[config.mk]
export PLATFORM = sky130hd
export DESIGN_NAME = escaped_serial_frame_receiver
export DESIGN_NICKNAME = d
export VERILOG_FILES = /design/src/sv/esfr_pkg.sv /design/src/sv/esfr_decode.sv /design/src/sv/escaped_serial_frame_receiver.sv
export SDC_FILE = /design/constraint.sdc
export NUM_CORES = 1
export LEC_CHECK = 0
export BUFFER_PORTS_ARGS = -buffer_cell sky130_fd_sc_hd__buf_2
export CORE_UTILIZATION = 40
export CTS_CLUSTER_DIAMETER = 40
export DETAILED_ROUTE_END_ITERATION = 10
export PLACE_DENSITY_LB_ADDON = 0.1
export SETUP_SLACK_MARGIN = 0.05
export SLEW_MARGIN = 20
export SYNTH_ARGS = -nofsm -noshare
export SYNTH_HDL_FRONTEND = slang
export SYNTH_SLANG_ARGS = --single-unit
[constraint.sdc]
create_clock -name aclk -period 13.5 [get_ports aclk]
set_clock_uncertainty 0.05 [all_clocks]
set_input_delay 1.35 -clock aclk [delete_from_list [all_inputs] [get_ports aclk]]
set_output_delay 1.35 -clock aclk [all_outputs]
set_load 0.02 [all_outputs]
[src/sv/esfr_pkg.sv]
// ----------------------------------------------------------------------------
// esfr_pkg
// Types and constants shared by the escaped serial frame receiver.
// ----------------------------------------------------------------------------
package esfr_pkg;

    // item kinds on the input side
    localparam logic KIND_BYTE = 1'b0;
    localparam logic KIND_TICK = 1'b1;

    // result kinds on the output side
    localparam logic RES_PAYLOAD = 1'b0;
    localparam logic RES_STATUS  = 1'b1;

    // configuration register indexes
    localparam logic CFG_START_OPTIONAL = 1'b0;
    localparam logic CFG_TIMEOUT_TICKS  = 1'b1;

    localparam logic [15:0] TIMEOUT_RESET = 16'd1000;
    localparam logic [15:0] SILENCE_MAX   = 16'hFFFF;

    // framing bytes
    localparam logic [7:0] BYTE_START  = 8'd255;
    localparam logic [7:0] BYTE_END    = 8'd254;
    localparam logic [7:0] BYTE_IGNORE = 8'd253;
    localparam logic [7:0] IGNORE_LOW  = 8'd210;
    localparam logic [7:0] IGNORE_HIGH = 8'd224;
    localparam logic [7:0] ESC_LOW     = 8'd200;
    localparam logic [7:0] ESC_MAX     = 8'd55;
    localparam logic [7:0] ESC_ADD     = 8'd200;

    typedef enum logic [2:0] {
        ST_OK        = 3'd0,
        ST_TIMEOUT   = 3'd1,
        ST_ESC_RANGE = 3'd2,
        ST_START     = 3'd3,
        ST_END       = 3'd4,
        ST_OVERFLOW  = 3'd5
    } status_t;

    typedef struct packed {
        logic        frame_started;
        logic        escape_pending;
        logic [15:0] silence_ticks;
    } rx_state_t;

    typedef struct packed {
        logic        result_kind;
        logic [7:0]  payload_byte;
        logic [5:0]  payload_index;
        status_t     frame_status;
        logic [6:0]  payload_length;
    } rx_result_t;

endpackage

[src/sv/esfr_decode.sv]
// ----------------------------------------------------------------------------
// esfr_decode
// Next-state and result logic for one byte or tick of the framing decoder.
// ----------------------------------------------------------------------------
module esfr_decode import esfr_pkg::*; #(
    parameter int MAX_PAYLOAD = 64,
    parameter int CNT_W       = 7
) (
    input  logic             kind,
    input  logic [7:0]       byte_value,
    input  logic             start_optional,
    input  logic [15:0]      timeout_ticks,
    input  rx_state_t        cur,
    input  logic [CNT_W-1:0] cnt,
    output rx_state_t        nxt,
    output logic [CNT_W-1:0] nxt_cnt,
    output logic             has_result,
    output rx_result_t       res
);

    localparam logic [CNT_W-1:0] MAX_CNT = CNT_W'(MAX_PAYLOAD);

    logic [CNT_W+7:0] cnt_ext;
    logic [CNT_W+7:0] max_ext;
    logic [15:0]      sil_inc;
    logic             do_status;
    logic             do_pay;
    status_t          status;
    logic [6:0]       status_len;
    logic [7:0]       pay_val;
    logic             is_ignored;

    assign cnt_ext    = {8'd0, cnt};
    assign max_ext    = {8'd0, MAX_CNT};
    assign sil_inc    = (cur.silence_ticks != SILENCE_MAX) ? cur.silence_ticks + 16'd1
                                                            : cur.silence_ticks;
    assign is_ignored = (byte_value == BYTE_IGNORE) ||
                        (byte_value >= IGNORE_LOW && byte_value <= IGNORE_HIGH);

    always_comb begin
        nxt        = cur;
        nxt_cnt    = cnt;
        has_result = 1'b0;
        res        = '0;
        do_status  = 1'b0;
        do_pay     = 1'b0;
        status     = ST_OK;
        status_len = cnt_ext[6:0];
        pay_val    = '0;

        if (kind == KIND_TICK) begin
            nxt.silence_ticks = sil_inc;
            if (sil_inc >= timeout_ticks) begin
                do_status = 1'b1;
                status    = ST_TIMEOUT;
            end
        end else begin
            nxt.silence_ticks = '0;
            // escaped byte is checked before any framing rule
            priority if (cur.escape_pending) begin
                if (byte_value > ESC_MAX) begin
                    do_status = 1'b1;
                    status    = ST_ESC_RANGE;
                end else begin
                    nxt.escape_pending = 1'b0;
                    do_pay             = 1'b1;
                    pay_val            = byte_value + ESC_ADD;
                end
            end else if (is_ignored) begin
                nxt.escape_pending = cur.escape_pending;
            end else if (byte_value == BYTE_START) begin
                if (cur.frame_started) begin
                    do_status = 1'b1;
                    status    = ST_START;
                end else begin
                    nxt.frame_started = 1'b1;
                end
            end else if (byte_value == BYTE_END) begin
                do_status = 1'b1;
                status    = cur.frame_started ? ST_OK : ST_END;
            end else if (byte_value >= ESC_LOW) begin
                nxt.escape_pending = 1'b1;
            end else begin
                do_pay  = 1'b1;
                pay_val = byte_value;
            end
        end

        if (do_pay) begin
            if (cnt >= MAX_CNT) begin
                do_status  = 1'b1;
                status     = ST_OVERFLOW;
                status_len = max_ext[6:0];
            end else begin
                has_result        = 1'b1;
                res.result_kind   = RES_PAYLOAD;
                res.payload_byte  = pay_val;
                res.payload_index = cnt_ext[5:0];
                nxt_cnt           = CNT_W'(cnt + 1'b1);
            end
        end

        // every status restarts the frame
        if (do_status) begin
            has_result         = 1'b1;
            res.result_kind    = RES_STATUS;
            res.frame_status   = status;
            res.payload_length = status_len;
            nxt.frame_started  = start_optional;
            nxt.escape_pending = 1'b0;
            nxt.silence_ticks  = '0;
            nxt_cnt            = '0;
        end
    end

endmodule

[src/sv/escaped_serial_frame_receiver.sv]
// A result is registered in out_reg, or in skid_reg while out_reg is stalled.
// Throughput: one byte or tick beat per cycle while s_tready is high; decode is a
// single pass of flag and count logic between the state registers and the output
// register. A two-entry output buffer keeps s_tready high while one result is
// stalled. Reset (aresetn low, synchronous) clears the frame state and output
// buffer and loads start_optional = 0, timeout_ticks = 1000.
// ----------------------------------------------------------------------------
// escaped_serial_frame_receiver
// Byte-stuffed serial frame decoder with tick-based silence timeout.
// ----------------------------------------------------------------------------
module escaped_serial_frame_receiver import esfr_pkg::*; #(
    parameter int MAX_PAYLOAD = 64
) (
    input  logic        aclk,
    input  logic        aresetn,
    // configuration
    input  logic        cfg_wr_en,
    input  logic        cfg_wr_index,
    input  logic [15:0] cfg_wr_data,
    // input stream
    input  logic        s_tvalid,
    output logic        s_tready,
    input  logic [7:0]  s_tdata,   // byte_value
    input  logic        s_tuser,   // kind
    // result stream
    output logic        m_tvalid,
    input  logic        m_tready,
    output logic [23:0] m_tdata,   // payload_byte, payload_index, frame_status, payload_length
    output logic        m_tuser    // result_kind
);

    localparam int CNT_W = $clog2(MAX_PAYLOAD + 1);

    logic             start_optional_reg;
    logic [15:0]      timeout_ticks_reg;
    rx_state_t        state_reg, state_next;
    logic [CNT_W-1:0] cnt_reg, cnt_next;
    logic             has_result;
    rx_result_t       dec_res;

    logic             out_valid_reg, out_valid_next;
    rx_result_t       out_reg, out_next;
    logic             skid_valid_reg, skid_valid_next;
    rx_result_t       skid_reg, skid_next;

    logic             s_accept;
    logic             push;
    logic             pop;

    assign s_tready = !skid_valid_reg;
    assign s_accept = s_tvalid && s_tready;
    assign push     = s_accept && has_result;
    assign pop      = out_valid_reg && m_tready;

    esfr_decode #(
        .MAX_PAYLOAD (MAX_PAYLOAD),
        .CNT_W       (CNT_W)
    ) u_decode (
        .kind           (s_tuser),
        .byte_value     (s_tdata),
        .start_optional (start_optional_reg),
        .timeout_ticks  (timeout_ticks_reg),
        .cur            (state_reg),
        .cnt            (cnt_reg),
        .nxt            (state_next),
        .nxt_cnt        (cnt_next),
        .has_result     (has_result),
        .res            (dec_res)
    );

    always_ff @(posedge aclk) begin
        if (!aresetn) begin
            start_optional_reg <= 1'b0;
            timeout_ticks_reg  <= TIMEOUT_RESET;
        end else if (cfg_wr_en) begin
            unique case (cfg_wr_index)
                CFG_START_OPTIONAL: start_optional_reg <= cfg_wr_data[0];
                CFG_TIMEOUT_TICKS:  timeout_ticks_reg  <= cfg_wr_data;
                default:            start_optional_reg <= start_optional_reg;
            endcase
        end
    end

    always_ff @(posedge aclk) begin
        if (!aresetn) begin
            state_reg <= '0;
            cnt_reg   <= '0;
        end else if (s_accept) begin
            state_reg <= state_next;
            cnt_reg   <= cnt_next;
        end
    end

    // two-entry output buffer: out_reg faces the port, skid_reg catches a
    // result that arrives while out_reg is stalled
    always_comb begin
        out_valid_next  = out_valid_reg;
        out_next        = out_reg;
        skid_valid_next = skid_valid_reg;
        skid_next       = skid_reg;
        if (!out_valid_reg || pop) begin
            if (skid_valid_reg) begin
                out_valid_next  = 1'b1;
                out_next        = skid_reg;
                skid_valid_next = push;
                skid_next       = dec_res;
            end else begin
                out_valid_next = push;
                out_next       = dec_res;
            end
        end else if (push) begin
            skid_valid_next = 1'b1;
            skid_next       = dec_res;
        end
    end

    always_ff @(posedge aclk) begin
        if (!aresetn) begin
            out_valid_reg  <= 1'b0;
            skid_valid_reg <= 1'b0;
        end else begin
            out_valid_reg  <= out_valid_next;
            skid_valid_reg <= skid_valid_next;
        end
        out_reg  <= out_next;
        skid_reg <= skid_next;
    end

    assign m_tvalid = out_valid_reg;
    assign m_tuser  = out_reg.result_kind;
    assign m_tdata  = {out_reg.payload_length, out_reg.frame_status,
                       out_reg.payload_index, out_reg.payload_byte};

    a_skid_needs_out: assert property (@(posedge aclk) disable iff (!aresetn)
        skid_valid_reg |-> out_valid_reg)
        else $error("skid entry held with output register empty");

    a_cnt_bound: assert property (@(posedge aclk) disable iff (!aresetn)
        cnt_reg <= CNT_W'(MAX_PAYLOAD))
        else $error("payload count beyond maximum");

    a_end_restarts: assert property (@(posedge aclk) disable iff (!aresetn)
        (s_accept && s_tuser == KIND_BYTE && s_tdata == BYTE_END &&
         !state_reg.escape_pending)
        |=> (cnt_reg == '0 && !state_reg.escape_pending && out_valid_reg))
        else $error("end byte did not restart the frame with a status");

endmodule
==> impl_metrics.tcl, run 1 <==
set metrics [dict create \
    cts_max_path_buffers 2 \
    htree_levels 3 \
    syn_area_um2 4870 \
    end_kind "register" \
    ys_seq_area_frac 0.489 \
    synthAdderAreaFrac 0.0565 \
    num_vias 3706 \
    fmax_mhz 202 \
    root_buffer "clkbuf_16" \
    postCtsSetupBuffers 0 \
    crit_path_max_fanout 13 \
    drt_pass1_iterations 9 \
    hold_viol 0 \
    cts_sinks 94 \
    synth_seq_cells 94 \
    yosys_warnings 0 \
    nNetsFinal 588 \
    core_um2 11700 \
    synth.distinct_cells 66 \
    crit_type "reg -> reg" \
    grt_first_pass_wirelength_um 17700 \
    synth_top_family_by_area "simple AND/OR/NAND/NOR gates" \
    ctsResizeCount 0 \
    rows 39 \
    syn_nets 535 \
    synthMuxAreaShare 0.0480 \
    cts_inserted_buffers 9 \
    crit_path_frequent_cell "nand4_1" \
    crit_start "state_reg[2]" \
    drive_gt1_frac 0.217 \
    grt.total_usage 0.182 \
    cts_tree "done" \
    port_buffers 57 \
    fp.dieArea_um2 12600 \
    num_io_pins 58 \
    max_cap_violations 0 \
    yosys_most_used_dff "edfxtp_1" \
    cp-start-kind "register" \
    critPathBufInv 1 \
    reg2reg_setup_slack_ps 8550 \
    place.gp.congestion 0.843 \
    synthArstFlopShare 0 \
    clock_latency_ps 350 \
    setup_tns_ps 0 \
    fill_cells 1080 \
    critPathArrivalTime_ps 4960 \
    reg2reg_to "skid_reg[15]" \
    period_minus_slack_ps 4950 \
    max_stage_delay_ps 640 \
    grt-ovfl-total 0 \
    hold_class "reg -> reg" \
    r2r_cells 13 \
    holdWs_ps 405 \
    area_delta_synth_final_pct 14.9 \
    hold_start "timeout_ticks_reg[10]" \
    hold_end "timeout_ticks_reg[10]" \
    routedWlPerCell_um 15.8 \
    finalSetupViolations 0 \
    antenna_found_initial 0 \
    cp_top_family "compound AO/OA/AOI/OAI gates" \
    grt_max_degree 30 \
    drt_wl_total_um 10800 \
    total_power_mw 0.634 \
    worstPathRequired_ps 13510 \
    tightestPinTransition_ps 986 \
    route.detailed.drc 3 \
    min_period_over_period 0.367 \
    start_util 0.418 \
    path_cells "and4_1 > nand4_1 > a31oi_1 > nand2_1 > xnor2_1 > ha_1 > nand4_1 > or4_4 > o32a_4 > a21oi_2 > nor2_1 > o31ai_4 > buf_8" \
    synthCells 482 \
    avgSynthCellArea_um2 10.1 \
    via_per_inst 5.43 \
    rsz0062_at_grt "false" \
    fp.dieW_um 112 \
    grt_pass1_vias 3581 \
    r2r_start "state_reg[2]" \
    hold_depth 2 \
    powerDensity_nw_per_um2 113 \
    post-dp-hpwl_um 7810 \
    synth_compound_area_frac 0.165 \
    status "finished, violations left" \
    drtIter0Drc 179 \
    cts_hold_buf 0 \
    yosys.area_share.simple 0.180 \
    drt.antenna.violating_nets 0 \
    violations "DRC" \
    largest_register_ffs 25 \
    yosys.area_share.xor_xnor 0.0234 \
    antenna_cells 0 \
    peakVddDrop_mv 0.0878 \
    fp.dieH_um 112 \
    maxSlewHeadroom 0.342 \
    synth-edff-count 50 \
    p_leak_nw 2.28 \
    cts.clk_slew.worst_paths_ps 70 \
    crit_slowest_cell "o31ai_4" \
    drv_slew 0 \
]
worst register-to-register path, stage by stage (launching register included):
cell and delay [ps]:
dfxtp_1 420, and4_1 270, nand4_1 260, a31oi_1 470
nand2_1 160, xnor2_1 160, ha_1 320, nand4_1 150
or4_4 570, o32a_4 350, a21oi_2 460, nor2_1 140
o31ai_4 640, buf_8 240
report_power, final:
part           total, mW  leakage, nW  internal (mW)  switching (mW)
Combinational     0.0600         1.25         0.0208          0.0392
Sequential         0.315        0.878          0.311         0.00404
Clock              0.259        0.144          0.145           0.114
Total              0.634         2.28          0.477           0.157
cell usage in the layout (no fill, tap or decap), drive strengths merged, types with 10 or more instances in the layout:
| cell type | n |
|---|---|
| nand3 | 18 |
| o21ai | 16 |
| nor2 | 25 |
| clkbuf | 10 |
| nand2 | 67 |
| a21oi | 32 |
| buf | 60 |
| o31ai | 13 |
| a31oi | 10 |
| and2 | 11 |
| and3 | 12 |
| inv | 30 |
| edfxtp | 50 |
| ha | 22 |
| mux2 | 19 |
| dfxtp | 44 |
| nor3 | 10 |
logic make-up (layout without fill, tap and decap cells):
logic type               Yosys count  count (layout)
flip-flops                        94              94
XOR/XNOR                          13              13
AO/OA/AOI/OAI                    111             111
buffers and inverters             45             103
AND/OR/NAND/NOR                  176             176
adder cells (fa/ha/maj)           22              22
multiplexers                      21              21
per-stage QoR:
step / instances / util / setup WS, ps / area [µm²]
CTS: 683 / 0.480 / 8520 / 5600
detailed placement: 667 / 0.454 / 8560 / 5300
floorplan: 482 / - / 7970 / 4870
finish: 683 / 0.480 / 8550 / 5600
global placement: 666 / 0.453 / 8450 / 5290
global route: 683 / 0.480 / 8250 / 5600
cell type report:
cell class / instances / area [µm²] / area share
tap: 143 / 179 / 0.0320
clock inverter: 6 / 68.8 / 0.0123
sequential: 94 / 2380 / 0.426
multi-input combinational: 343 / 2320 / 0.415
timing repair buffer: 60 / 315 / 0.0563
clock buffer: 10 / 229 / 0.0409
inverter: 27 / 101 / 0.0181
worst max-delay path by stage:
| stage | to | slack, ps | cells after the start |
|---|---|---|---|
| final | skid_reg[15] | 8550 | 13 |
| after global routing | skid_reg[15] | 8250 | 13 |
| after CTS | skid_reg[15] | 8520 | 13 |
| after detailed placement | skid_reg[1] | 8560 | 13 |
| after global placement | skid_reg[0] | 8450 | 12 |
| after floorplan | skid_reg[0] | 7970 | 14 |
cells in the mapped netlist (2+ instances only):
library cell / count / area (µm²)
nand2_1: 67 / 251
edfxtp_1: 50 / 1500
dfxtp_1: 44 / 881
a21oi_1: 31 / 155
inv_1: 27 / 101
nor2_1: 24 / 90.1
ha_1: 22 / 275
mux2_2: 19 / 214
nand3_1: 18 / 90.1
clkbuf_1: 14 / 52.6
o21ai_0: 14 / 70.1
and3_1: 12 / 75.1
o31ai_1: 12 / 90.1
a31oi_1: 10 / 62.6
nor3_1: 10 / 50.1
xnor2_1: 8 / 70.1
o211ai_1: 7 / 52.6
o21a_1: 7 / 52.6
and2_1: 6 / 37.5
nand4_1: 6 / 37.5
a22o_1: 5 / 43.8
xor2_1: 5 / 43.8
and2_2: 4 / 30.0
and4_1: 4 / 35.0
nand2b_1: 4 / 25.0
or3_1: 4 / 25.0
a21o_1: 3 / 22.5
nor2b_1: 3 / 18.8
or2_2: 3 / 18.8
buf_6: 2 / 22.5
mux2i_1: 2 / 20.0
routing by layer:
metal  up-vias  share of wire  track usage
met3        15          0.044       0.0486
met5         -              0            0
met1      1732           0.45        0.219
li1       1882              -            -
met4         0          0.017       0.0587
met2        77           0.49        0.316
No activity file was read; power rests on OpenSTA's default activity.
==> inputs of run 2 (changes only) <==
Settings changed: ABC_AREA from default to 1.
Clock period 13.5 ns to 5.1 ns, I/O delays scaled along.
==> impl_metrics.tcl, run 2 <==
set metrics [dict create \
    nNetsFinal 715 \
    met2_usage 0.306 \
    met3_usage 0.0298 \
    max_cap_violations 0 \
    crit_type "reg -> reg" \
    peakVddDrop_mv 0.173 \
    grt.total_usage 0.183 \
    tightestPinTransition_ps 1100 \
    hold_viol 0 \
    cts_inserted_buffers 9 \
    routedWlPerCell_um 13.0 \
    via_per_inst 4.85 \
    rsz0062_at_grt "false" \
    dp_slack_ps 1340 \
    synth_top_area_frac 0.301 \
    drt_pass1_iterations 4 \
    drtIter0Drc 157 \
    fp.dieW_um 114 \
    synthCells 613 \
    end_kind "register" \
    period_minus_slack_ps 3830 \
    layout_common_cells "nand2_1, inv_1, buf_2" \
    total_power_mw 1.79 \
    core_um2 12100 \
    grt_max_degree 34 \
    drt_wl_total_um 10900 \
    fmax_mhz 261 \
    hold_class "in -> reg" \
    critPathBufInv 2 \
    cts_sinks 94 \
    critPathArrivalTime_ps 3800 \
    syn_nets 666 \
    clock_latency_ps 350 \
    final_common_cell "nand2_1" \
    yosys_most_used_dff "edfxtp_1" \
    drv_slew 0 \
    port_buffers 57 \
    crit_path_frequent_cell "nand2_1" \
    synth_seq_cells 94 \
    num_io_pins 58 \
    fill_cells 1204 \
    cts.clk_slew.worst_paths_ps 70 \
    root_buffer "clkbuf_16" \
    grt.busiest_layer "met2" \
    cp-start-kind "register" \
    cts_max_path_buffers 2 \
    drt.antenna.violating_nets 0 \
    crit_path_max_fanout 28 \
    area_delta_synth_final_pct 15.2 \
    max_stage_delay_ps 430 \
    met1_usage 0.220 \
    regArea_um2 2380 \
    min_period_over_period 0.751 \
    synth.most_common_cell "nand2_1" \
    synth-edff-count 50 \
    grt-ovfl-total 0 \
    ctsResizeCount 0 \
    htree_levels 3 \
    syn_area_um2 5000 \
    post-dp-hpwl_um 7850 \
    p_leak_nw 2.65 \
    synth.distinct_cells 39 \
    antenna_found_initial 0 \
    synthArstFlopShare 0 \
    worstPathRequired_ps 5070 \
    fp.dieArea_um2 12900 \
    powerDensity_nw_per_um2 311 \
    drive_gt1_frac 0.175 \
    grt_first_pass_wirelength_um 18400 \
    fin_ws_ps 1270 \
    ys_top_cells_by_area "edfxtp_1, dfxtp_1, nand2_1, ha_1, inv_1" \
    grt_pass1_vias 3920 \
    num_vias 4052 \
    avgSynthCellArea_um2 8.15 \
    largest_register_ffs 25 \
    finalSetupViolations 0 \
    antenna_cells 0 \
    maxSlewHeadroom 0.265 \
    ys_seq_area_frac 0.477 \
    route.detailed.drc 0 \
    place.gp.congestion 0.871 \
    status "finished, final reports clean" \
    start_util 0.413 \
    postCtsSetupBuffers 0 \
    cts_hold_buf 0 \
    cts_tree "done" \
    path_cells "ha_1 > nand2_1 > nor2_2 > nand4_2 > nor2_4 > inv_2 > nor2_1 > nor2_1 > ha_1 > nand2_1 > nand3_1 > nand2_1 > nand2_1 > nand2_1 > nand2_1 > nand2_1 > nand2_1 > nand2_4 > nand2_4 > nand2_1 > o21ai_2 > buf_4" \
    crit_slowest_cell "dfxtp_1" \
    synth_common_cells "nand2_1, inv_1, edfxtp_1, nor2_1, a21oi_1" \
    yosys_warnings 0 \
    cp_top_family "simple AND/OR/NAND/NOR gates" \
    final_util 0.475 \
    setup_tns_ps 0 \
    fp.dieH_um 114 \
    rows 40 \
    multiInputGateArea_um2 2220 \
    yosysTopAreaCell "edfxtp_1" \
]
[run 2: cells by family after synthesis]
kind of cell | count (synthesis) | synth area share
AND/OR/NAND/NOR | 305 | 0.281
buffers and inverters | 99 | 0.0799
flip-flops | 94 | 0.477
AO/OA/AOI/OAI | 84 | 0.0912
adder cells (fa/ha/maj) | 22 | 0.0551
XOR/XNOR | 9 | 0.0158
[run 2: routing by layer]
metal / part of all wire / wire length, µm
met4: 0.039 / 424
met5: 0 / 0
met2: 0.46 / 5040
met1: 0.47 / 5080
met3: 0.031 / 338
[run 2: worst register-to-register path: stages (launching register included)]
cell and delay, ps:
dfxtp_1 430, ha_1 220, nand2_1 100, nor2_2 150
nand4_2 150, nor2_4 210, inv_2 130, nor2_1 110
nor2_1 60, ha_1 290, nand2_1 50, nand3_1 70
nand2_1 50, nand2_1 50, nand2_1 50, nand2_1 60
nand2_1 50, nand2_1 130, nand2_4 240, nand2_4 230
nand2_1 150, o21ai_2 150, buf_4 340
[run 2: final cells by class]
type	count	area share
sequential	94	0.414
multi-input combinational	420	0.386
timing repair buffer	60	0.0535
inverter	77	0.0502
clock buffer	10	0.0398
tap	168	0.0365
clock inverter	6	0.0202
[run 2: power by group]
group / total (mW) / switching, mW / internal (mW)
Combinational: 0.173 / 0.121 / 0.0528
Clock: 0.777 / 0.294 / 0.484
Sequential: 0.838 / 0.00964 / 0.828
[run 2: metrics by stage]
stage               cell area, µm²  instances  hold WS, ps
finish                        5750        835          333
floorplan                     5000        613          385
global placement              5410        819          420
CTS                           5750        835          327
detailed placement            5410        819          416
global route                  5750        835          338
[run 2: path summary, 6_finish.rpt]
| check | start | end | slack [ps] | cells after the start |
|---|---|---|---|---|
| worst max-delay path | state_reg[0] | skid_reg[22] | 1270 | 22 |
| worst min-delay path | cfg_wr_data[5] | timeout_ticks_reg[5] | 330 | 3 |
| worst max register to register | state_reg[0] | skid_reg[22] | 1270 | 22 |
| worst min register to register | timeout_ticks_reg[10] | timeout_ticks_reg[10] | 420 | 2 |
